===== config.mk =====
export PLATFORM = sky130hd
export DESIGN_NAME = bra_back
export DESIGN_NICKNAME = d
export VERILOG_FILES = /design/src/rtl/bra_pkg.sv /design/src/rtl/bra_back.sv
export SDC_FILE = /design/constraint.sdc
export NUM_CORES = 1
export LEC_CHECK = 0
export BUFFER_PORTS_ARGS = -buffer_cell sky130_fd_sc_hd__buf_4
export CAP_MARGIN = 30
export CORE_ASPECT_RATIO = 2
export CORE_MARGIN = 2
export CORE_UTILIZATION = 45
export CTS_CLUSTER_DIAMETER = 50
export CTS_CLUSTER_SIZE = 30
export DETAILED_ROUTE_END_ITERATION = 10
export PLACE_DENSITY = 0.88
export REMOVE_ABC_BUFFERS = 1
export SETUP_SLACK_MARGIN = 0.02
export SYNTH_ARGS = -nofsm -noshare
export SYNTH_HDL_FRONTEND = slang
export SYNTH_SLANG_ARGS = --single-unit

===== constraint.sdc =====
create_clock -name clock -period 11.2 [get_ports clock]
set_input_delay 1.12 -clock clock [delete_from_list [all_inputs] [get_ports clock]]
set_output_delay 1.12 -clock clock [all_outputs]
set_load 0.1 [all_outputs]

===== src/rtl/bra_pkg.sv =====
package bra_pkg;

   localparam int STORE_DEPTH = 1024;
   localparam int MAX_BURST = 64;
   localparam int ADDR_W = $clog2(STORE_DEPTH);
   localparam int CNT_W = $clog2(STORE_DEPTH + 1);
   localparam int BURST_W = 7;
   localparam int DATA_W = 8;
   localparam int REQ_W = 3;

   // The queue depth must be a power of two so that its pointers wrap by themselves.
   localparam int QUEUE_DEPTH = 2;
   localparam int QPTR_W = $clog2(QUEUE_DEPTH);
   localparam int QCNT_W = $clog2(QUEUE_DEPTH + 1);

   localparam logic [REQ_W-1:0] REQ_PUSH_BEGIN = 3'd0;
   localparam logic [REQ_W-1:0] REQ_PUSH_BYTE = 3'd1;
   localparam logic [REQ_W-1:0] REQ_POP = 3'd2;
   localparam logic [REQ_W-1:0] REQ_PEEK = 3'd3;
   localparam logic [REQ_W-1:0] REQ_DISCARD = 3'd4;

   typedef struct packed {
      logic [REQ_W-1:0]   req_type;
      logic [BURST_W-1:0] byte_count;
      logic [DATA_W-1:0]  push_data;
   } req_item_type;

   typedef struct packed {
      logic [DATA_W-1:0]  read_data;
      logic               data_valid;
      logic               last_result;
      logic               accepted;
      logic [BURST_W-1:0] moved_count;
      logic [CNT_W-1:0]   bytes_held;
      logic [CNT_W-1:0]   space_free;
   } rsp_item_type;

   typedef enum logic [1:0] {
      CMD_PLAIN,
      CMD_WRITE,
      CMD_READ
   } cmd_kind_type;

   typedef struct packed {
      cmd_kind_type       kind;
      logic [ADDR_W-1:0]  addr;
      logic [DATA_W-1:0]  data;
      logic [BURST_W-1:0] count;
      logic               accepted;
      logic [BURST_W-1:0] moved;
      logic [CNT_W-1:0]   held;
      logic [CNT_W-1:0]   space;
   } cmd_type;

   typedef struct packed {
      logic full;
      logic empty;
   } q_status_type;

   // Pointer advance by at most the capacity; one subtraction is enough.
   function automatic logic [ADDR_W-1:0] wrap_add(input logic [ADDR_W-1:0] p,
                                                  input logic [CNT_W-1:0] n,
                                                  input logic [CNT_W-1:0] cap);
      logic [CNT_W:0] s;
      s = (CNT_W + 1)'(p) + (CNT_W + 1)'(n);
      if (s >= (CNT_W + 1)'(cap)) begin
         s = s - (CNT_W + 1)'(cap);
      end
      return s[ADDR_W-1:0];
   endfunction

endpackage


===== src/rtl/bra_back.sv =====
module bra_back (
   input  logic                        clock,
   input  logic                        reset,
   input  bra_pkg::cmd_type            head,
   input  bra_pkg::q_status_type       q_status,
   input  logic [bra_pkg::CNT_W-1:0]   capacity,
   output logic                        pop,
   output logic                        ram_wr_en,
   output logic [bra_pkg::ADDR_W-1:0]  ram_wr_addr,
   output logic [bra_pkg::DATA_W-1:0]  ram_wr_data,
   output logic                        ram_rd_en,
   output logic [bra_pkg::ADDR_W-1:0]  ram_rd_addr,
   input  logic [bra_pkg::DATA_W-1:0]  ram_rd_data,
   output logic                        rsp_strobe,
   output bra_pkg::rsp_item_type       rsp_item
);

   logic [bra_pkg::BURST_W-1:0] idx_ff;
   logic [bra_pkg::BURST_W-1:0] idx_in;
   logic [bra_pkg::ADDR_W-1:0]  ptr_ff;
   logic [bra_pkg::ADDR_W-1:0]  ptr_in;
   logic                        out_valid_ff;
   logic                        out_valid_in;
   bra_pkg::rsp_item_type       out_ff;
   bra_pkg::rsp_item_type       out_in;
   logic [bra_pkg::ADDR_W-1:0]  cur_addr;
   logic                        go;
   logic                        last;
   logic                        is_read;

   always_comb begin
      go = !q_status.empty;
      is_read = (head.kind == bra_pkg::CMD_READ);
      cur_addr = (idx_ff == '0) ? head.addr : ptr_ff;
      last = !is_read || (bra_pkg::BURST_W'(idx_ff + 1'b1) == head.count);
      pop = go && last;

      ram_wr_en = go && (head.kind == bra_pkg::CMD_WRITE);
      ram_wr_addr = head.addr;
      ram_wr_data = head.data;
      ram_rd_en = go && is_read;
      ram_rd_addr = cur_addr;

      idx_in = idx_ff;
      ptr_in = ptr_ff;
      if (go) begin
         idx_in = last ? '0 : bra_pkg::BURST_W'(idx_ff + 1'b1);
         ptr_in = bra_pkg::wrap_add(cur_addr, bra_pkg::CNT_W'(1), capacity);
      end

      out_valid_in = go;
      out_in.read_data = '0;
      out_in.data_valid = is_read;
      out_in.last_result = last;
      out_in.accepted = head.accepted;
      out_in.moved_count = head.moved;
      out_in.bytes_held = head.held;
      out_in.space_free = head.space;
   end

   always_ff @(posedge clock) begin
      if (reset) begin
         idx_ff <= '0;
         out_valid_ff <= 1'b0;
      end else begin
         idx_ff <= idx_in;
         out_valid_ff <= out_valid_in;
      end
      ptr_ff <= ptr_in;
      out_ff <= out_in;
   end

   always_comb begin
      rsp_item = out_ff;
      rsp_item.read_data = out_ff.data_valid ? ram_rd_data : '0;
   end

   assign rsp_strobe = out_valid_ff;

   read_has_bytes: assert property (@(posedge clock) disable iff (reset)
      (go && is_read) |-> head.count != '0)
      else $error("read command with no bytes");

   index_stays_in_burst: assert property (@(posedge clock) disable iff (reset)
      (go && is_read) |-> idx_ff < head.count)
      else $error("read index beyond burst length");

   last_closes_burst: assert property (@(posedge clock) disable iff (reset)
      (go && last) |=> idx_ff == '0)
      else $error("burst index not cleared after last result");

endmodule


; Word-level counts from Yosys, hierarchy flattened
; Index checks and enable logic that the tools add are counted.
[totals]
ff_bits = 50
output_inout_bits = 72
word_cells = 27
[classes]
addsub = 3
n_lt_le_gt_ge = 1
n_eq_ne = 3
muxes = 4
reduce_logical = 7
[ops]
columns = operator, n
row1 = two-way mux 10 bit, 2
row2 = "adder 10 x 1 -> 11 bit, second input constant", 1
row3 = >= comparator 11 bit, 1
row4 = subtractor 10 bit, 1
row5 = two-way mux 8 bit, 1
row6 = "adder 7 x 1 -> 7 bit, second input constant", 1
row7 = equality test 7 bit, 1
row8 = zero test 7 bit, 1
row9 = two-way mux 7 bit, 1
row10 = logical AND 1 bit, 3
row11 = "equality test 2 x 1 -> 1 bit, second input constant", 1
row12 = "equality test 2 bit, second input constant", 1
row13 = zero test 1 bit, 2
row14 = logical OR 1 bit, 1

; Longest topological paths before layout
[logic_depth]
word_depth = 5
depth_mapped = 15

; Worst setup path after synthesis
; No wires, ideal clock.
[synth_timing]
kind = input-to-output
start = input head[32] (netlist name)
end = output pop
arrival_ns = 3.594
t_required_ns = 10.080
path_slack_ns = 6.486
stages = 6
path_cell_list = xnor2_1 > xnor2_1 > nand3_1 > or4_1 > buf_2 > a21oi_1
[synth_between]
elab_chain_len = 3
[synth_rtl]
columns = item, line
row1 = "start, declared", bra_back.sv:4  ; input bra_pkg::cmd_type head,
row2 = equality test 7 bit, bra_back.sv:35  ; last = !is_read || (bra_pkg::BURST_W'(idx_ff + 1'b1) == head.count);
row3 = logical OR 1 bit, bra_back.sv:35
row4 = logical AND 1 bit, bra_back.sv:36  ; pop = go && last;
row5 = "end, declared", bra_back.sv:7  ; output logic pop,
; Every way passes these cells.

; Worst setup path after layout
[layout_timing]
start = register idx_ff[0] (netlist name)
end = register ptr_ff[6] (netlist name), data pin
[layout_between]
elab_chain_len = 5
[layout_rtl]
columns = item, line
row1 = "start, declared", bra_back.sv:18  ; logic [bra_pkg::BURST_W-1:0] idx_ff;
row2 = "start signal, assigned", bra_back.sv:66  ; idx_ff <= idx_in;
row3 = zero test 7 bit *, bra_back.sv:34  ; cur_addr = (idx_ff == '0) ? head.addr : ptr_ff;
row4 = two-way mux 10 bit *, bra_back.sv:34
row5 = adder 10 x 1 -> 11 bit *, bra_pkg.sv:65  ; s = (CNT_W + 1)'(p) + (CNT_W + 1)'(n);
row6 = subtractor 10 bit / >= comparator 11 bit (equally long branches), "bra_pkg.sv:67, bra_pkg.sv:66"
row7 = two-way mux 10 bit *, bra_pkg.sv:66  ; if (s >= (CNT_W + 1)'(cap)) begin
row8 = "end signal, assigned", bra_back.sv:69  ; ptr_ff <= ptr_in;
row9 = "end, declared", bra_back.sv:20  ; logic [bra_pkg::ADDR_W-1:0] ptr_ff;
; Mark *: on every way between the ends. The rest lies on a longest branch, timed or not.
; A chain may end at the register's enable or synchronous reset.

==> out/qor.csv <==
stage,metric,value,unit
run_status,outcome,completed,
route,routed_wl,7124,µm
sta,rsz0062_at_grt,no,
logic_synthesis,yosys_register_bits,50,
clock_tree,holdBufCountCts,0,
sta,setup_viol,0,
pwr,p_per_area,151.0,nW/µm²
critical_path,critPathArrivalTime,4.21,ns
critical_path,crit_path_end_kind,register,
die,fp-row-count,40,
critical_path,path_max_fanout,20,
sta,skew,0.003310,ns
clock_tree,post_cts.repair.setup_buffers,0,
logic_synthesis,synth-warning-count,0,
critical_path,worstRegToRegCells,14,
clock_tree,cts_tree,built,
sta,fin_tns_setup,0,ns
critical_path,r2r-end,ptr_ff[6]$_DFFE_PN_,
placement,gp_congestion,0.8324,
global_route,grt_pass1_vias,2380,
cells_and_area,final_layout_size_suffix_gt1_frac,0.4375,
clock_tree,cts_resized,0,
route,drtIter0Drc,36,
clock_tree,numCtsBuffers,5,
pwr,power.leakage,1.853,nW
route,vias,2299,
cells_and_area,diodes,0,
clock_tree,clockRootBuffer,clkbuf_16,
min_path,hold_depth,2,
cells_and_area,syn_to_final_growth,39.86,%
logic_synthesis,ys_seq_area_frac,0.4000,
sta,finalCritPeriodShare,0.3727,
logic_synthesis,synth.area.top_cells,"dfxtp_1, edfxtp_1, ha_1",
die,ioPinCount,152,
logic_synthesis,netlist_area,2753,µm²
logic_synthesis,synth_ff_type,dfxtp_1,
cells_and_area,layout_common_cells,"buf_4, dfxtp_1, inv_1, xnor2_1, ha_1",
global_route,grt_max_degree,21,
critical_path,startpoint_type,register,
die,coreArea,5956,µm²
die,die_w,59.31,µm
critical_path,crit_end,ptr_ff[6]$_DFFE_PN_,
logic_synthesis,synth_cell_types,55,
clock_tree,cts_max_path_buffers,2,
die,initial_core_util,0.4622,
logic_synthesis,synth.avg_cell_area,10.43,µm²
global_route,grt_usage,0.2127,
critical_path,worstPathRequired,11.24,ns
critical_path,crit_type,reg -> reg,
global_route,antenna_found_initial,0,
route,ant_nets,0,
clock_tree,cts_sinks,50,
logic_synthesis,synth_top_area_frac,0.2909,
logic_synthesis,yosysTopAreaCell,dfxtp_1,
clock_tree,insertion_delay,0.29,ns
logic_synthesis,synth_edf_count,10,
sta,worst_slack,7.026,ns
sta,hold_viol_final,0,
clock_tree,cts.clk_slew.worst_paths,0.07,ns
pwr,ir_drop,0.09905,mV
sta,maxSlewViolCount,0,
min_path,hold_class,reg -> reg,
global_route,grt_pass1_wl,10940,µm
placement,post-dp-hpwl,5919,µm
logic_synthesis,postSynthCellCount,264,
die,chipHeight,114.6,µm
cells_and_area,final_common_cell,buf_4,
sta,finalCriticalPeriod,4.174,ns
cells_and_area,finish.utilization,0.6464,
route,drc,0,
cells_and_area,ff_latch_area,1101,µm²
cells_and_area,multiInputGateArea,1388,µm²
logic_synthesis,async_reset_ff_frac,0,
route,drtPass1Iterations,4,
placement,placed_area,3667,µm²
die,fp.dieArea,6797,µm²
cells_and_area,fin_area,3850,µm²
placement,pre_cts_ws,6.436,ns
cells_and_area,fill_cells,485,
sta,relSlewSlack,0.6347,
critical_path,rrSetupSlack,7.03,ns
route,viasPerCell,5.143,
sta,fmax,239.6,MHz
pwr,total_power,0.0005815,W
clock_tree,cts_max_level,2,
route,wl_per_cell,15.94,µm
flow_run,maxCapViolCount,0,
critical_path,r2r-start,idx_ff[0]$_SDFFE_PP0N_,
critical_path,critPathLaunch,idx_ff[0]$_SDFFE_PP0N_,
cells_and_area,nets,478,
sta,tightestPinTransition,0.5479,ns
placement,port_buffers,134,
global_route,overflow,0,
-- flip-flops by register name (all words and copies together) (netlist names) --
register	flops
ptr_ff	10
rsp_item	32
idx_ff	7
rsp_strobe	1
-- report_power, final --
| group | internal (W) | switching (W) |
|---|---|---|
| clock network | 0.0000976 | 0.0000675 |
| logic | 0.0000700 | 0.000144 |
| registers | 0.000197 | 0.00000559 |
-- area by class of cell --
cell class | count | area share
Clock inverter | 2 | 0.004550
Inverter | 25 | 0.02437
Multi-Input combinational cell | 166 | 0.3604
Timing Repair Buffer | 135 | 0.2652
Tap cell | 63 | 0.02047
Sequential cell | 50 | 0.2860
Clock buffer | 6 | 0.03900
-- metrics by stage --
step / hold slack [ns] / cells
after floorplan: 0.4573 / 241
after global placement: 0.4840 / 438
after detailed placement: 0.5125 / 438
after CTS: 0.5219 / 446
after global routing: 0.5620 / 447
final: 0.5199 / 447
-- synthesized netlist by cell type (3+ instances only) --
cell type	instances
dfxtp_1	40
inv_1	25
xnor2_1	20
buf_4	18
ha_1	14
nor2_1	13
edfxtp_1	10
and2_1	9
mux2_4	9
nand3_1	9
a21oi_1	8
mux2i_1	8
nand2_1	8
xor2_1	5
a31oi_1	4
mux2_2	4
nand3b_1	4
nand4_1	3
nor2b_1	3
nor3_1	3
nor3b_1	3
o21ai_0	3
o21ai_1	3
-- metal layers --
metal,part of all wire,track usage
met3,0.055,0.05198
met1,0.30,0.1872
met2,0.61,0.4161
met5,0,0
met4,0.035,0.1000
-- worst max-delay path, stage by stage, from the launching register on --
cell and delay, ns:
dfxtp_1 0.40, inv_1 0.10, ha_1 0.20, nand3b_1 0.11, buf_8 0.20, mux2_2 0.40
ha_1 0.26, nand3b_1 0.12, xnor2_1 0.15, ha_1 0.33, a2111o_1 0.43, o2111ai_2 0.25
nand2_2 0.12, o221ai_4 0.47, mux2_4 0.35
-- worst min path at each step --
stage,start,slack (ns),endpoint
2_1_floorplan,idx_ff[6]$_SDFFE_PP0N_,0.46,idx_ff[6]$_SDFFE_PP0N_
3_3_place_gp,idx_ff[6]$_SDFFE_PP0N_,0.48,idx_ff[6]$_SDFFE_PP0N_
3_5_place_dp,idx_ff[0]$_SDFFE_PP0N_,0.51,idx_ff[0]$_SDFFE_PP0N_
4_1_cts,idx_ff[0]$_SDFFE_PP0N_,0.52,idx_ff[0]$_SDFFE_PP0N_
5_1_grt,idx_ff[0]$_SDFFE_PP0N_,0.56,idx_ff[0]$_SDFFE_PP0N_
6_report,idx_ff[0]$_SDFFE_PP0N_,0.52,idx_ff[0]$_SDFFE_PP0N_
-- kinds of logic (layout without fill, tap and decap cells) --
logic type	after synthesis	after routing	share of synthesized area
multiplexers	22	22	0.1027
flip-flops	50	50	0.4000
XOR/XNOR	27	27	0.09636
AND/OR/NAND/NOR	68	68	0.1418
AO/OA/AOI/OAI	34	34	0.09227
adder cells (fa/ha/maj)	15	15	0.07091
buffers and inverters	48	168	0.09591
(Power assumes the default switching activity.)
