==> config.mk <==
export PLATFORM = sky130hd
export DESIGN_NAME = bra_front
export DESIGN_NICKNAME = d
export VERILOG_FILES = /design/src/rtl/bra_pkg.sv /design/src/rtl/bra_front.sv
export SDC_FILE = /design/constraint.sdc
export NUM_CORES = 1
export LEC_CHECK = 0
export ABC_AREA = 0
export BUFFER_PORTS_ARGS = -buffer_cell sky130_fd_sc_hd__buf_2
export CORE_MARGIN = 2
export CORE_UTILIZATION = 65
export CTS_BUF_LIST = sky130_fd_sc_hd__clkbuf_4 sky130_fd_sc_hd__clkbuf_8
export DETAILED_ROUTE_END_ITERATION = 6
export HOLD_SLACK_MARGIN = 0.05
export PLACE_DENSITY = 0.9
export SETUP_SLACK_MARGIN = 0.4
export SLEW_MARGIN = 20
export SYNTH_ARGS = -nofsm -noshare
export SYNTH_HDL_FRONTEND = slang
export SYNTH_SLANG_ARGS = --single-unit
export TNS_END_PERCENT = 100
==> constraint.sdc <==
create_clock -name clock -period 20.9 [get_ports clock]
set_clock_uncertainty 0.2 [all_clocks]
set_input_delay 3.135 -clock clock [delete_from_list [all_inputs] [get_ports clock]]
set_output_delay 3.135 -clock clock [all_outputs]
set_load 0.005 [all_outputs]
==> src/rtl/bra_pkg.sv <==
package bra_pkg;

   localparam int STORE_DEPTH = 1024;
   localparam int MAX_BURST = 64;
   localparam int ADDR_W = $clog2(STORE_DEPTH);
   localparam int CNT_W = $clog2(STORE_DEPTH + 1);
   localparam int BURST_W = 7;
   localparam int DATA_W = 8;
   localparam int REQ_W = 3;

   // The queue depth must be a power of two so that its pointers wrap by themselves.
   localparam int QUEUE_DEPTH = 2;
   localparam int QPTR_W = $clog2(QUEUE_DEPTH);
   localparam int QCNT_W = $clog2(QUEUE_DEPTH + 1);

   localparam logic [REQ_W-1:0] REQ_PUSH_BEGIN = 3'd0;
   localparam logic [REQ_W-1:0] REQ_PUSH_BYTE = 3'd1;
   localparam logic [REQ_W-1:0] REQ_POP = 3'd2;
   localparam logic [REQ_W-1:0] REQ_PEEK = 3'd3;
   localparam logic [REQ_W-1:0] REQ_DISCARD = 3'd4;

   typedef struct packed {
      logic [REQ_W-1:0]   req_type;
      logic [BURST_W-1:0] byte_count;
      logic [DATA_W-1:0]  push_data;
   } req_item_type;

   typedef struct packed {
      logic [DATA_W-1:0]  read_data;
      logic               data_valid;
      logic               last_result;
      logic               accepted;
      logic [BURST_W-1:0] moved_count;
      logic [CNT_W-1:0]   bytes_held;
      logic [CNT_W-1:0]   space_free;
   } rsp_item_type;

   typedef enum logic [1:0] {
      CMD_PLAIN,
      CMD_WRITE,
      CMD_READ
   } cmd_kind_type;

   typedef struct packed {
      cmd_kind_type       kind;
      logic [ADDR_W-1:0]  addr;
      logic [DATA_W-1:0]  data;
      logic [BURST_W-1:0] count;
      logic               accepted;
      logic [BURST_W-1:0] moved;
      logic [CNT_W-1:0]   held;
      logic [CNT_W-1:0]   space;
   } cmd_type;

   typedef struct packed {
      logic full;
      logic empty;
   } q_status_type;

   // Pointer advance by at most the capacity; one subtraction is enough.
   function automatic logic [ADDR_W-1:0] wrap_add(input logic [ADDR_W-1:0] p,
                                                  input logic [CNT_W-1:0] n,
                                                  input logic [CNT_W-1:0] cap);
      logic [CNT_W:0] s;
      s = (CNT_W + 1)'(p) + (CNT_W + 1)'(n);
      if (s >= (CNT_W + 1)'(cap)) begin
         s = s - (CNT_W + 1)'(cap);
      end
      return s[ADDR_W-1:0];
   endfunction

endpackage

==> src/rtl/bra_front.sv <==
module bra_front (
   input  logic                       clock,
   input  logic                       reset,
   input  logic                       accept,
   input  bra_pkg::req_item_type      req,
   input  logic                       csr_wr_en,
   input  logic [bra_pkg::CNT_W-1:0]  csr_wr_data,
   output logic                       cmd_push,
   output bra_pkg::cmd_type           cmd,
   output logic [bra_pkg::CNT_W-1:0]  capacity
);

   logic [bra_pkg::CNT_W-1:0]   cap_ff;
   logic [bra_pkg::CNT_W-1:0]   cap_in;
   logic [bra_pkg::ADDR_W-1:0]  wp_ff;
   logic [bra_pkg::ADDR_W-1:0]  wp_in;
   logic [bra_pkg::ADDR_W-1:0]  rp_ff;
   logic [bra_pkg::ADDR_W-1:0]  rp_in;
   logic [bra_pkg::CNT_W-1:0]   held_ff;
   logic [bra_pkg::CNT_W-1:0]   held_in;
   logic [bra_pkg::BURST_W-1:0] burst_ff;
   logic [bra_pkg::BURST_W-1:0] burst_in;
   logic [bra_pkg::CNT_W-1:0]   space;
   logic [bra_pkg::BURST_W-1:0] clipped;
   logic [bra_pkg::BURST_W-1:0] take;
   logic                        fits;

   always_comb begin
      cap_in = cap_ff;
      wp_in = wp_ff;
      rp_in = rp_ff;
      held_in = held_ff;
      burst_in = burst_ff;
      cmd = '0;
      cmd.kind = bra_pkg::CMD_PLAIN;
      cmd_push = accept;
      space = cap_ff - held_ff;
      clipped = (req.byte_count > bra_pkg::BURST_W'(bra_pkg::MAX_BURST)) ?
                bra_pkg::BURST_W'(bra_pkg::MAX_BURST) : req.byte_count;
      take = (bra_pkg::CNT_W'(clipped) < held_ff) ? clipped : held_ff[bra_pkg::BURST_W-1:0];
      fits = 1'b0;

      if (accept) begin
         unique case (req.req_type) inside
            bra_pkg::REQ_PUSH_BEGIN: begin
               fits = (req.byte_count <= bra_pkg::BURST_W'(bra_pkg::MAX_BURST)) &&
                      (bra_pkg::CNT_W'(req.byte_count) <= space);
               if (fits) begin
                  burst_in = req.byte_count;
                  cmd.moved = req.byte_count;
               end
               cmd.accepted = fits;
            end
            bra_pkg::REQ_PUSH_BYTE: begin
               fits = (burst_ff != '0) && (held_ff < cap_ff);
               if (fits) begin
                  cmd.kind = bra_pkg::CMD_WRITE;
                  cmd.addr = wp_ff;
                  cmd.data = req.push_data;
                  cmd.moved = bra_pkg::BURST_W'(1);
                  wp_in = bra_pkg::wrap_add(wp_ff, bra_pkg::CNT_W'(1), cap_ff);
                  held_in = bra_pkg::CNT_W'(held_ff + 1'b1);
                  burst_in = bra_pkg::BURST_W'(burst_ff - 1'b1);
               end
               cmd.accepted = fits;
            end
            bra_pkg::REQ_POP, bra_pkg::REQ_PEEK, bra_pkg::REQ_DISCARD: begin
               cmd.moved = take;
               cmd.count = take;
               cmd.addr = rp_ff;
               if (req.req_type != bra_pkg::REQ_DISCARD && take != '0) begin
                  cmd.kind = bra_pkg::CMD_READ;
               end
               if (req.req_type != bra_pkg::REQ_PEEK) begin
                  rp_in = bra_pkg::wrap_add(rp_ff, bra_pkg::CNT_W'(take), cap_ff);
                  held_in = held_ff - bra_pkg::CNT_W'(take);
               end
            end
            default: begin
            end
         endcase
      end
      cmd.held = held_in;
      cmd.space = cap_ff - held_in;

      if (csr_wr_en) begin
         if (csr_wr_data == '0) begin
            cap_in = bra_pkg::CNT_W'(1);
         end else if (csr_wr_data > bra_pkg::CNT_W'(bra_pkg::STORE_DEPTH)) begin
            cap_in = bra_pkg::CNT_W'(bra_pkg::STORE_DEPTH);
         end else begin
            cap_in = csr_wr_data;
         end
         wp_in = '0;
         rp_in = '0;
         held_in = '0;
         burst_in = '0;
      end
   end

   always_ff @(posedge clock) begin
      if (reset) begin
         cap_ff <= bra_pkg::CNT_W'(bra_pkg::STORE_DEPTH);
         wp_ff <= '0;
         rp_ff <= '0;
         held_ff <= '0;
         burst_ff <= '0;
      end else begin
         cap_ff <= cap_in;
         wp_ff <= wp_in;
         rp_ff <= rp_in;
         held_ff <= held_in;
         burst_ff <= burst_in;
      end
   end

   assign capacity = cap_ff;

   held_within_capacity: assert property (@(posedge clock) disable iff (reset)
      held_ff <= cap_ff)
      else $error("held byte count exceeds capacity");

   pointers_within_capacity: assert property (@(posedge clock) disable iff (reset)
      bra_pkg::CNT_W'(wp_ff) < cap_ff && bra_pkg::CNT_W'(rp_ff) < cap_ff)
      else $error("buffer pointer beyond capacity");

   push_grows_held: assert property (@(posedge clock) disable iff (reset)
      (cmd_push && cmd.kind == bra_pkg::CMD_WRITE && !csr_wr_en) |=>
      held_ff == bra_pkg::CNT_W'($past(held_ff) + 1'b1))
      else $error("stored byte not counted as held");

endmodule

# == Word level (Yosys, flattened, before mapping) ==
# Index checks and enable logic that the tools add are counted.
# classes
n_addsub,9
mul,0
bitwise_logic,0
muxes,23
order_cmp,8
n_div,0
n_eq_ne,8
reduce_logical,13
n_shift,0
# op_table
op,count
11-bit 2-to-1 mux,5
7-bit 2-to-1 mux,6
35-bit 2-to-1 mux,1
12-bit case mux with 2 select lines,1
11-bit >= comparator,2
11-bit case mux with 2 select lines,1
11-bit subtractor,2
7-bit case mux with 3 select lines,1
10-bit 2-to-1 mux,2
10-bit subtractor,2
19-bit 2-to-1 mux,1
7-bit case mux with 2 select lines,1
7-bit nonzero test,2
"10-bit by 1-bit adder with 11-bit output, second input constant",1
10-bit by 7-bit adder with 11-bit output,1
"11-bit by 1-bit adder with 11-bit output, second input constant",1
"11-bit > comparator, second input constant",1
7-bit by 11-bit less-or-equal comparator with 1-bit output,1
11-bit zero test,1
11-bit < comparator,1
7-bit by 11-bit < comparator with 1-bit output,1
11-bit by 7-bit subtractor with 11-bit output,1
8-bit 2-to-1 mux,1
"7-bit > comparator, second input constant",1
18 further kinds,23
# word_totals
word_cells,66
memories,0
mem_bits_ro,0
latchBits,0
input_bits,33
register_bits,49
mem_bits_rw,0
output_inout_bits,69

# == Logic depth before layout (Yosys ltp) ==
# logic_depth
depth_word,9
ltp_mapped,25
depth_no_buf,24

# == Worst setup path after synthesis ==
# No wires, ideal clock.
# synth_path
kind,input-to-output
start,in req[14] in the netlist's numbering
end,out cmd[10] in the netlist's numbering
arrival_time_ps,7818
path_buffers,1
cell_stages,21
path_slack_ps,9747
required_ps,17565
path_cell_list,clkbuf_1 > nor2b_1 > ha_1 > o21a_1 > o31a_1 > o41ai_1 > o21ai_1 > mux2_2 > inv_1 > ha_1 > and3_1 > a2111oi_0 > xnor2_1 > o2111a_1 > a31oi_1 > o21a_1 > ha_1 > a21boi_0 > o41a_1 > a31oi_1 > xnor2_1
# synth_rtl
item,line_no,rtl
from (decl),bra_front.sv:5,"input bra_pkg::req_item_type req,"
to (decl),bra_front.sv:9,"output bra_pkg::cmd_type cmd,"

==> flow_metrics.tcl <==
set metrics [dict create \
    outcome "finished clean" \
    cts.repair.resized 0 \
    synth_cell_types 70 \
    final_hold_viol_count 0 \
    cts_tree "built" \
    setup_slack_ns 8.903 \
    synth_top_area_share_pct 15.45 \
    async_flop_share_pct 0 \
    path_class "in2out" \
    cellLeakagePower_uw 0.003293 \
    finalCritPeriodShare_pct 57.40 \
    cts_max_level 2 \
    wl_um 19640 \
    drc_errors 0 \
    synthFlopType "dfxtp_1" \
    postCtsHoldBufs 0 \
    synth_area_mm2 0.006347 \
    synth_cells 859 \
    maxCapViolations 0 \
    synthTopCellsByArea "dfxtp_1, ha_1, nor2_1, a21oi_1, xnor2_1" \
    core_mm2 0.009639 \
    clock-sinks 49 \
    required_ns 17.57 \
    yosysTopAreaCell "dfxtp_1" \
    synth_common_cells "nor2_1, ha_1, a21oi_1" \
    root_buffer "clkbuf_8" \
    yosysMostFrequentCell "nor2_1" \
    drtAntennaViolNets 0 \
    power.internal_uw 184.7 \
    tightest_slew_ns 1.072 \
    die_w_um 102.8 \
    pwr-share-seq_pct 31.5 \
    grt_pass1_wl_um 31040 \
    start_kind "input pin" \
    fin_tns_setup_ns 0 \
    vdd_drop_max_v 0.00003333 \
    final_layout_size_suffix_gt1_share_pct 13.98 \
    dp_slack_ns 9.063 \
    power.switching_uw 128.3 \
    hpwlAfterDp_um 15070 \
    critPathMaxFanout 12 \
    drt-initial-drc-count 521 \
    area_growth_pct 11.08 \
    viasPerCell 6.542 \
    nets 1056 \
    antenna_found_initial 0 \
    chipHeight_um 102.8 \
    cts_buffers 5 \
    ys_ff_latch 49 \
    cts_setup_buffers 0 \
    cp.arrival_ns 8.66 \
    hp-class "reg2reg" \
    vias 7046 \
    relSlewSlack_pct 28.52 \
    yosys_warnings 0 \
    firstDrtPassIters 5 \
    clockBufferDepth 2 \
    n_antenna_cell 0 \
    start_util_pct 65.85 \
    fmax_ghz 0.08336 \
    syn-num-nets 972 \
    grt_usage_pct 37.12 \
    routabilityCongestion 1.005 \
    cp-end-kind "output port" \
    clk_pin_slew_ns 0.11 \
    synth_enable_flop_cells 0 \
    layout_min_cycle_time_ns 12.00 \
    sw_frac_of_total_pct 41.00 \
    grt_max_degree 32 \
    dp_cells 1069 \
    clock_latency_ns 0.33 \
    pin_count 102 \
    grt_pass1_vias 6384 \
    clockPowerShare_pct 21.1 \
    syn_area_per_cell_um2 7.389 \
    slew_violations 0 \
    seq_area_frac_synth_pct 15.45 \
    wl_per_cell_um 18.24 \
    fin_cells 1077 \
    io_buffers 101 \
    p_per_area_mw_per_mm2 44.39 \
    power_frac_comb_pct 47.4 \
    setup_violations 0 \
    overflow 0 \
    rsz0062_at_grt "no" \
    die_area_mm2 0.01057 \
    placementRows 36 \
]
-- kinds of logic (layout without fill, tap and decap cells) --
| group | after synthesis | after routing | synth area share [%] |
|---|---|---|---|
| and+or+nand+nor | 312 | 312 | 25.35 |
| AOI/OAI and AO/OA | 261 | 261 | 27.30 |
| buffers and inverters | 91 | 176 | 5.579 |
| adders and majority gates | 80 | 80 | 16.48 |
| DFF | 49 | 49 | 15.45 |
| xor gates and xnor gates | 48 | 48 | 6.840 |
| muxes | 18 | 18 | 2.996 |
-- power by group through the flow --
stage               registers [µW]  clock network, µW  logic, µW
floorplan                     99.3                  0        106
global placement               101                  0        141
detailed placement             101                  0        144
CTS                           98.5               66.6        145
global route                  98.8               69.8        164
finish                        98.7               66.1        148
-- area by class of cell --
type	instances	area [µm²]
Inverter	60	225.2
Tap cell	133	166.4
Timing Repair Buffer	108	558.0
Fill cell	849	2589
Clock buffer	5	68.82
Sequential cell	49	980.9
Clock inverter	3	33.78
Multi-Input combinational cell	719	5017
-- sequential cells by signal, summed over array words and instances (netlist names) --
register,cells
held_ff,11
wp_ff,10
capacity,11
rp_ff,10
burst_ff,7
-- metal layers --
layer / GRT usage, % / vias up / part of all wire, %
li1: - / 3365 / -
met1: 46.98 / 3266 / 41
met2: 62.90 / 350 / 47
met3: 5.085 / 65 / 8.0
met4: 16.80 / 0 / 4.4
met5: 0 / - / 0
-- layout by cell type, fill, tap and decap left out, types with 5 or more instances in the layout --
cell type  count
a211oi_1      16
a21boi_0       5
a21o_1        16
a21oi_1       61
a22oi_1       20
a31oi_1        6
and2_1         7
and3_1        22
buf_2        101
buf_4          7
clkbuf_8       5
dfxtp_1       49
fa_1           6
ha_1          74
inv_1         60
mux2_2         8
mux2i_1       10
nand2_1       53
nand2b_1       9
nand3_1       26
nand3b_1       5
nand4_1       11
nor2_1        82
nor2b_1       21
nor3_1        21
nor3b_1        8
nor4_1        13
o211ai_1      11
o21a_1        12
o21ai_0       48
o22ai_1       14
o31ai_1        6
or3_1         14
or4_1          6
xnor2_1       31
xor2_1        16
-- stage by stage --
stage / power (µW) / hold slack, ns / instance area, µm² / utilization (%)
after floorplan: 205.8 / 0.2551 / 6347 / -
after global routing: 332.3 / 0.3166 / 7051 / 73.14
after global placement: 241.7 / 0.2597 / 6948 / 72.08
after CTS: 310.2 / 0.2896 / 7051 / 73.14
after detailed placement: 244.3 / 0.2779 / 6948 / 72.08
final: 313.0 / 0.2922 / 7051 / 73.14
-- path summary, 6_finish.rpt --
kind	from	end	slack, ns	cells after the start
min	burst_ff[3]	burst_ff[3]	0.29	2
min reg2reg	burst_ff[3]	burst_ff[3]	0.29	2
max reg2reg	held_ff[4]	rp_ff[4]	14.95	22
max	req[14]	cmd[10]	8.90	22
-- worst max-delay path: stages --
cell	delay, ns
buf_2	0.25
nor2b_1	0.11
ha_1	0.28
o21a_1	0.12
o31a_1	0.13
o41ai_1	0.06
o21ai_1	0.51
mux2_2	0.46
inv_1	0.09
ha_1	0.28
and3_1	0.20
a2111oi_0	0.76
xnor2_1	0.19
o2111a_1	0.28
a31oi_1	0.26
o21a_1	0.21
ha_1	0.27
a21boi_0	0.17
o41a_1	0.38
a31oi_1	0.23
xnor2_1	0.14
buf_2	0.13
Power figures use the tool's default switching activity.
