--- config.mk ---
export PLATFORM = sky130hd
export DESIGN_NAME = bra_queue
export DESIGN_NICKNAME = d
export VERILOG_FILES = /design/src/rtl/bra_pkg.sv /design/src/rtl/bra_queue.sv
export SDC_FILE = /design/constraint.sdc
export NUM_CORES = 1
export LEC_CHECK = 0
export ABC_CLOCK_PERIOD_IN_PS = 3520
export BUFFER_PORTS_ARGS = -buffer_cell sky130_fd_sc_hd__buf_2
export CAP_MARGIN = 30
export CORE_AREA = 3 3 101 103
export DETAILED_ROUTE_END_ITERATION = 10
export DIE_AREA = 0 0 104 106
export HOLD_SLACK_MARGIN = 0.03
export PLACE_DENSITY = 0.73
export SLEW_MARGIN = 5
export SYNTH_ARGS = -nofsm -noshare
export SYNTH_HDL_FRONTEND = slang
export SYNTH_SLANG_ARGS = --single-unit
--- constraint.sdc ---
create_clock -name clock -period 3.52 [get_ports clock]
set_input_delay 0.704 -clock clock [delete_from_list [all_inputs] [get_ports clock]]
set_output_delay 0.704 -clock clock [all_outputs]
set_load 0.01 [all_outputs]
--- src/rtl/bra_pkg.sv ---
package bra_pkg;

   localparam int STORE_DEPTH = 1024;
   localparam int MAX_BURST = 64;
   localparam int ADDR_W = $clog2(STORE_DEPTH);
   localparam int CNT_W = $clog2(STORE_DEPTH + 1);
   localparam int BURST_W = 7;
   localparam int DATA_W = 8;
   localparam int REQ_W = 3;

   // The queue depth must be a power of two so that its pointers wrap by themselves.
   localparam int QUEUE_DEPTH = 2;
   localparam int QPTR_W = $clog2(QUEUE_DEPTH);
   localparam int QCNT_W = $clog2(QUEUE_DEPTH + 1);

   localparam logic [REQ_W-1:0] REQ_PUSH_BEGIN = 3'd0;
   localparam logic [REQ_W-1:0] REQ_PUSH_BYTE = 3'd1;
   localparam logic [REQ_W-1:0] REQ_POP = 3'd2;
   localparam logic [REQ_W-1:0] REQ_PEEK = 3'd3;
   localparam logic [REQ_W-1:0] REQ_DISCARD = 3'd4;

   typedef struct packed {
      logic [REQ_W-1:0]   req_type;
      logic [BURST_W-1:0] byte_count;
      logic [DATA_W-1:0]  push_data;
   } req_item_type;

   typedef struct packed {
      logic [DATA_W-1:0]  read_data;
      logic               data_valid;
      logic               last_result;
      logic               accepted;
      logic [BURST_W-1:0] moved_count;
      logic [CNT_W-1:0]   bytes_held;
      logic [CNT_W-1:0]   space_free;
   } rsp_item_type;

   typedef enum logic [1:0] {
      CMD_PLAIN,
      CMD_WRITE,
      CMD_READ
   } cmd_kind_type;

   typedef struct packed {
      cmd_kind_type       kind;
      logic [ADDR_W-1:0]  addr;
      logic [DATA_W-1:0]  data;
      logic [BURST_W-1:0] count;
      logic               accepted;
      logic [BURST_W-1:0] moved;
      logic [CNT_W-1:0]   held;
      logic [CNT_W-1:0]   space;
   } cmd_type;

   typedef struct packed {
      logic full;
      logic empty;
   } q_status_type;

   // Pointer advance by at most the capacity; one subtraction is enough.
   function automatic logic [ADDR_W-1:0] wrap_add(input logic [ADDR_W-1:0] p,
                                                  input logic [CNT_W-1:0] n,
                                                  input logic [CNT_W-1:0] cap);
      logic [CNT_W:0] s;
      s = (CNT_W + 1)'(p) + (CNT_W + 1)'(n);
      if (s >= (CNT_W + 1)'(cap)) begin
         s = s - (CNT_W + 1)'(cap);
      end
      return s[ADDR_W-1:0];
   endfunction

endpackage

--- src/rtl/bra_queue.sv ---
module bra_queue (
   input  logic                  clock,
   input  logic                  reset,
   input  logic                  push,
   input  bra_pkg::cmd_type      push_cmd,
   input  logic                  pop,
   output bra_pkg::cmd_type      head,
   output bra_pkg::q_status_type status
);

   bra_pkg::cmd_type                entries_ff [bra_pkg::QUEUE_DEPTH];
   logic [bra_pkg::QPTR_W-1:0]      wr_ptr_ff;
   logic [bra_pkg::QPTR_W-1:0]      wr_ptr_in;
   logic [bra_pkg::QPTR_W-1:0]      rd_ptr_ff;
   logic [bra_pkg::QPTR_W-1:0]      rd_ptr_in;
   logic [bra_pkg::QCNT_W-1:0]      count_ff;
   logic [bra_pkg::QCNT_W-1:0]      count_in;

   always_comb begin
      wr_ptr_in = push ? bra_pkg::QPTR_W'(wr_ptr_ff + 1'b1) : wr_ptr_ff;
      rd_ptr_in = pop ? bra_pkg::QPTR_W'(rd_ptr_ff + 1'b1) : rd_ptr_ff;
      count_in = count_ff;
      if (push && !pop) begin
         count_in = bra_pkg::QCNT_W'(count_ff + 1'b1);
      end else if (pop && !push) begin
         count_in = bra_pkg::QCNT_W'(count_ff - 1'b1);
      end
   end

   always_ff @(posedge clock) begin
      if (reset) begin
         wr_ptr_ff <= '0;
         rd_ptr_ff <= '0;
         count_ff <= '0;
      end else begin
         wr_ptr_ff <= wr_ptr_in;
         rd_ptr_ff <= rd_ptr_in;
         count_ff <= count_in;
      end
      if (push) begin
         entries_ff[wr_ptr_ff] <= push_cmd;
      end
   end

   assign head = entries_ff[rd_ptr_ff];
   assign status.full = (count_ff == bra_pkg::QCNT_W'(bra_pkg::QUEUE_DEPTH));
   assign status.empty = (count_ff == '0);

endmodule

Word-level counts from Yosys, hierarchy flattened
Memory sizes are Yosys's and may differ from the RTL's. A register that Yosys moved wholly into a read port is not among the register bits. Cells that the tools add are included.

Register bits after elaboration: 4. RAM bits: 114. Input port bits: 61. Output and inout port bits: 59. Logic and storage cells: 21. Memories: 1.

Memory list: entries_ff (depth 2, width 57, read ports 1, clocked after Yosys merged registers in 1, wr ports 1, RTL line bra_queue.sv:11) `bra_pkg::cmd_type entries_ff [bra_pkg::QUEUE_DEPTH];`.

Add/sub/neg operators: 4. Equality and inequality tests: 1. Multiplexer cells: 6. Reduce and logical (&&, ||, !) cells: 6.

Operators by type and width (number): 1-bit 2-to-1 mux (4); 2-bit 2-to-1 mux (2); 1-bit adder (second input constant) (2); 2-bit by 1-bit adder with 2-bit output (second input constant) (1); 2-bit equality test (second input constant) (1); 1-bit logical AND (2); 1-bit zero test (2); 2-bit zero test (1); 2-bit nonzero test (1); 2-bit by 1-bit subtractor with 2-bit output (second input constant) (1).

Longest topological paths before layout
Gate-level depths: netlist (run 1).

Depth in word-level cells: 4. Mapped depth: 5.

Least setup slack after synthesis (run 1)
Ideal clock, no wire load.

Path kind: input port to flip-flop. From: input port push. To: memory entries_ff[0][0] (netlist bit) (enable). Library setup time: 479 ps. Arrival time: 3219 ps. Data required time: 3041 ps. Path slack: -178 ps. Cell stages on the path: 1. Buffers on the path: 0. Cells stage by stage: nor2b_1.

Cells in the longest elaborated chain, start to end: 2.

RTL lines: start, declared (RTL line bra_queue.sv:4) `input logic push,`; 1-bit 2-to-1 mux (RTL line bra_queue.sv:40) `if (push) begin`; 1-bit 2-to-1 mux (implied by the code) (RTL line bra_queue.sv:41) `entries_ff[wr_ptr_ff] <= push_cmd;`; end, declared (RTL line bra_queue.sv:11).

No other way between the ends.

==> out/qor.yml, run 1 <==
cells_and_area:
  multiInputGateArea_um2: 754
  nFillCells: 720
  fin_nets: 397
  register_area_um2: 3520
  drive_above_1_share_pct: 61.2
  n_antenna_cell: 0
  area_growth_pct: 32.6
logic_synthesis:
  ys_seq_elements: 119
  post_synth.cell_area_avg_um2: 21.7
  synth_largest_area_cell: "edfxtp_1"
  ys_top_cells_by_count: "edfxtp_1, mux2_2, dfxtp_1, nor2_1, buf_6"
  synth_top_flop_cell: "edfxtp_1"
  synth_most_common_cell: "edfxtp_1"
  syn_inst: 199
  synth_edf_count: 114
  yosysSeqAreaShare_pct: 81.5
  synth_area_um2: 4320
  synthArstFlopShare_pct: 0
  syn-num-nets: 261
  synth_cell_types: 17
  yosys.area.top_type_share_pct: 79.2
  synth.top_cells.by_area: "edfxtp_1, mux2_2, dfxtp_1"
  ys.warnings.count: 0
floorplan:
  fp.coreArea_um2: 9280
  die-area_um2: 11000
  die_x_um: 104
  die_height_um: 106
  row_count: 35
  start_util_pct: 46.6
  ios: 120
clocking:
  clock_path_buffers: 2
  cts.sinks: 119
  cts_tree: "yes"
  cts_root_buffer: "clkbuf_8"
  clock_latency_ns: 0.50
  hold_buffers: 0
  cts_buffers: 17
  post_cts_resized: 0
  path_clk_slew_ns: 0.06
  htree_num_levels: 4
  cts_setup_buffers: 0
pwr:
  swShare_pct: 20.6
  power.net_switching_w: 0.000786
  power_frac_comb_pct: 8.7
  peakVddDrop_v: 0.000350
  clockPowerShare_pct: 47.2
  power.leakage_nw: 2.19
  power_w: 0.00382
  p_per_area_nw_per_um2: 667
  p_int_w: 0.00304
  seqPwrFrac_pct: 44.1
sta:
  period_minus_slack_ns: 2.80
  max_freq_ghz: 0.357
  slew_viol_final: 0
  rsz0062_at_grt: "no"
  setup_viol: 0
  slew_headroom_pct: 45.9
  tightest_slew_ns: 0.811
  tns_ns: 0
  hold_viol: 0
  clock_skew_ns: 0.00547
  fin_crit_sh_pct: 79.5
  fin_worst_hold_slack_ns: 0.393
placement:
  gp_congestion: 0.711
  dpl.hpwl_um: 5020
  io_buffers: 119
worst_setup_path:
  end_kind: "primary output"
  crit_path_max_fanout: 30
  worstSetupPathType: "register to primary output"
  critPathMaxStageDelay_ns: 0.78
  crit_chain: "buf_12 > mux2_2 > buf_2"
  required_ns: 2.82
  r2r_cells: 2
  cp_slowest_cell: "dfxtp_2"
  critPathLaunchType: "register"
  crit_arrival_ns: 2.10
detailed_routing:
  drt_wl_total_um: 7700
  drtIter0Drc: 77
  vias_per_cell: 4.70
  first_pass_iters: 4
  ant_nets: 0
  drc: 0
  route.detailed.wl_per_inst_um: 16.1
  via_count: 2242
hold_path:
  hp-class: "input port to register"
  whs_path_depth: 1
global_route:
  antenna_found_initial: 0
  first_global_vias: 2401
  grt_use_total_pct: 14.6
  grt_overflow_total: 0
  grt_max_degree: 34
  grt_first_pass_wirelength_um: 12100
status:
  status: "finished clean"
flow_run:
  max-cap-violations: 0
==> metrics by stage <==
stage          utilization [%]  worst slack [ns]  std cells  area (um2)
2_1_floorplan                -             0.887        199        4330
3_3_place_gp              55.0              1.21        445        5110
3_5_place_dp              55.0              1.19        445        5110
4_1_cts                   61.8             0.635        477        5730
5_1_grt                   61.8             0.572        477        5730
6_report                  61.8             0.720        477        5730
==> kinds of logic (layout without fill, tap and decap cells) <==
kind of cell / after synthesis / count (layout) / share of synthesized area [%]
xor+xnor: 4 / 4 / 0.810
compound gates: 2 / 2 / 0.231
fa+ha+maj: 1 / 1 / 0.289
simple gates: 9 / 9 / 1.07
mux: 57 / 57 / 14.8
flops: 119 / 119 / 81.5
buf+inv: 7 / 156 / 1.27
==> worst max-delay path: cells and delay by family, from the launching register on <==
family | cells | cell delay (ns)
flops | 1 | 0.78
mux | 1 | 0.37
buf+inv | 2 | 0.43
==> sequential cells by signal, indices dropped and copies added, names as in the netlist, named ones only <==
name	flops
count_ff	2
entries_ff	114
rd_ptr_ff	1
wr_ptr_ff	1
==> layout by cell type, fill, tap and decap left out, drive strengths merged <==
cell	count
xor2	2
inv	1
edfxtp	114
a21oi	1
xnor2	2
clkinv	8
mux2	57
and2b	1
or3	1
and2	1
buf	123
ha	1
o21ai	1
nor2	5
bufinv	5
dfxtp	5
clkbuf	19
nor2b	1
==> power by group through the flow <==
stage / logic, W / registers (W) / clock network (W)
after floorplan: 0.000201 / 0.00170 / 0
final: 0.000334 / 0.00169 / 0.00180
after detailed placement: 0.000341 / 0.00172 / 0
after CTS: 0.000342 / 0.00169 / 0.00184
after global routing: 0.000366 / 0.00169 / 0.00192
after global placement: 0.000336 / 0.00171 / 0
==> worst paths after layout <==
check,endpoint,start,slack [ns]
worst max register to register,entries_ff[1][46]$_DFFE_PP_,wr_ptr_ff$_SDFFE_PP0P_,1.79
worst min register to register,register,rd_ptr_ff$_SDFFE_PP0P_,0.52
worst max-delay path,head[36],register,0.72
worst min-delay path,entries_ff[1][53]$_DFFE_PP_,push_cmd[53],0.39
==> layer usage <==
layer / GRT usage [%] / vias to the layer above / routed length [um]
met3: 5.65 / 11 / 460
met1: 17.2 / 1090 / 3250
met4: 6.65 / 0 / 112
met5: 0 / - / 0
met2: 23.9 / 78 / 3880
li1: - / 1063 / -
==> final cells by class <==
class                      instances  share of cell area [%]
multi-input combinational         73                    13.2
clock buffer                      19                    7.35
sequential                       119                    61.5
tap                              129                    2.82
clock inverter                    13                    3.56
timing repair buffer             123                    11.6
inverter                           1                  0.0655
Power figures use the tool's default switching activity.
==> inputs of run 2 (changes only) <==
- ABC_CLOCK_PERIOD_IN_PS: 3520 -> 2430
- clock period: 3.52 -> 2.43 ns (I/O delays scaled with it)
==> run 2 against run 1 <==
  * Final area is 0.74% lower
  * Highest routed layer unchanged
  * Setup slack worse by 0.51 ns
  * First-iteration DRC count is 19% higher
  * Critical path depth stayed put
  * Clock-buffer cell count is 1 higher
==> out/qor.yml, run 2 (synthesis gave the netlist of run 1 again) <==
status:
  status: "finished clean"
detailed_routing:
  first_pass_iters: 4
  vias_per_cell: 4.66
  drt_wl_total_um: 7530
  drtIter0Drc: 92
  via_count: 2231
  ant_nets: 0
  drc: 0
  route.detailed.wl_per_inst_um: 15.7
pwr:
  swShare_pct: 21.2
  seqPwrFrac_pct: 45.8
  power_frac_comb_pct: 9.2
  clockPowerShare_pct: 45.0
  p_int_w: 0.00419
  p_per_area_nw_per_um2: 936
  power.net_switching_w: 0.00113
  power.leakage_nw: 2.16
  peakVddDrop_v: 0.000463
cells_and_area:
  top_regs: "entries_ff (114), count_ff (2)"
  fin_nets: 399
  stdcell_count: 479
  n_antenna_cell: 0
  nFillCells: 746
  largest-register: "entries_ff"
  area_growth_pct: 31.6
  largest_reg_flops: 114
  drive_above_1_share_pct: 61.1
  layout_common_cells: "buf_2, edfxtp_1, mux2_2"
  final_common_cell: "buf_2"
floorplan:
  start_util_pct: 46.6
  row_count: 35
  fp.coreArea_um2: 9280
  die_x_um: 104
  die-area_um2: 11000
  ios: 120
  die_height_um: 106
clocking:
  hold_buffers: 0
  cts_tree: "yes"
  clock_latency_ns: 0.50
  cts_root_buffer: "clkbuf_8"
  cts.sinks: 119
  cts_buffers: 17
  cts_setup_buffers: 0
  clock_path_buffers: 2
  htree_num_levels: 4
  path_clk_slew_ns: 0.06
worst_setup_path:
  crit_arrival_ns: 1.73
  required_ns: 1.94
  regToRegStartpoint: "wr_ptr_ff$_SDFFE_PP0P_"
  crit_path_max_fanout: 20
  critPathLaunchType: "register"
  end_kind: "primary output"
  worstSetupPathType: "register to primary output"
  rrSetupSlack_ns: 1.02
sta:
  tightest_slew_ns: 0.553
  setup_ws_ns: 0.209
  clock_skew_ns: 0.0114
  setup_viol: 0
  tns_ns: 0
  max_freq_ghz: 0.450
  hold_viol: 0
  slew_headroom_pct: 63.1
  period_minus_slack_ns: 2.22
  fin_worst_hold_slack_ns: 0.168
  fin_crit_sh_pct: 91.4
  rsz0062_at_grt: "no"
  slew_viol_final: 0
global_route:
  grt_max_degree: 41
  grt_first_pass_wirelength_um: 12100
  first_global_vias: 2475
  antenna_found_initial: 0
  grt_overflow_total: 0
  grt_use_total_pct: 14.3
placement:
  placedCellCount: 447
  dpl.hpwl_um: 4890
  gp_congestion: 0.706
  io_buffers: 119
  dp_slack_ns: 0.598
hold_path:
  worstHoldStart: "push_cmd[0]"
  hp-class: "input port to register"
flow_run:
  max-cap-violations: 0
==> run 2: cell count changes in the layout (fill, tap and decap cells not counted), moves of 2 or more <==
cell / before / now
bufinv_16: 5 / 3
clkinv_4: 4 / 2
buf_4: 1 / 4
clkinvlp_4: 0 / 3
==> run 2: critical path, stage by stage (launching register included) <==
cell and delay, ns:
dfxtp_4 0.50, buf_12 0.21, mux2_2 0.37, buf_2 0.15
==> run 2: path summary, 6_finish.rpt <==
path         depth (start not counted)                          end
max                                  3                     head[46]
min reg2reg                          2     count_ff[1]$_SDFFE_PP0P_
max reg2reg                          2  entries_ff[1][40]$_DFFE_PP_
min                                  1   entries_ff[0][0]$_DFFE_PP_
==> run 2: timing repair <==
action                                  in CTS  in global routing
resized for setup                            0                  1
endpoints found under the setup margin       0                 23
hold endpoints to repair                     0                  0
==> run 2: final cells by class <==
| class | instances | area, um2 | share of cell area, % |
|---|---|---|---|
| Clock buffer | 20 | 425 | 7.48 |
| Tap cell | 129 | 161 | 2.84 |
| Clock inverter | 12 | 153 | 2.68 |
| Sequential cell | 119 | 3530 | 62.0 |
| Timing Repair Buffer | 125 | 666 | 11.7 |
| Multi-Input combinational cell | 73 | 754 | 13.3 |
| Inverter | 1 | 3.75 | 0.0660 |
==> run 2: per-stage QoR <==
stage	power, W	utilization, %	instance area, um2
final	0.00532	61.3	5690
after global placement	0.00296	55.0	5110
after global routing	0.00553	61.3	5690
after floorplan	0.00275	-	4330
after CTS	0.00539	61.3	5690
after detailed placement	0.00298	55.0	5110
==> run 2: routing by layer <==
metal	part of all wire (%)	vias to the layer above	track usage (%)
met4	0.96	0	5.70
li1	-	1059	-
met3	7.5	11	6.19
met1	40	1079	15.8
met2	51	82	24.4
met5	0	-	0
==> run 2: power by group through the flow <==
| stage | registers (W) | logic (W) | clock network (W) |
|---|---|---|---|
| after global placement | 0.00247 | 0.000490 | 0 |
| after CTS | 0.00244 | 0.000500 | 0.00245 |
| after detailed placement | 0.00248 | 0.000496 | 0 |
| after global routing | 0.00245 | 0.000533 | 0.00254 |
| after floorplan | 0.00246 | 0.000292 | 0 |
| final | 0.00244 | 0.000489 | 0.00240 |
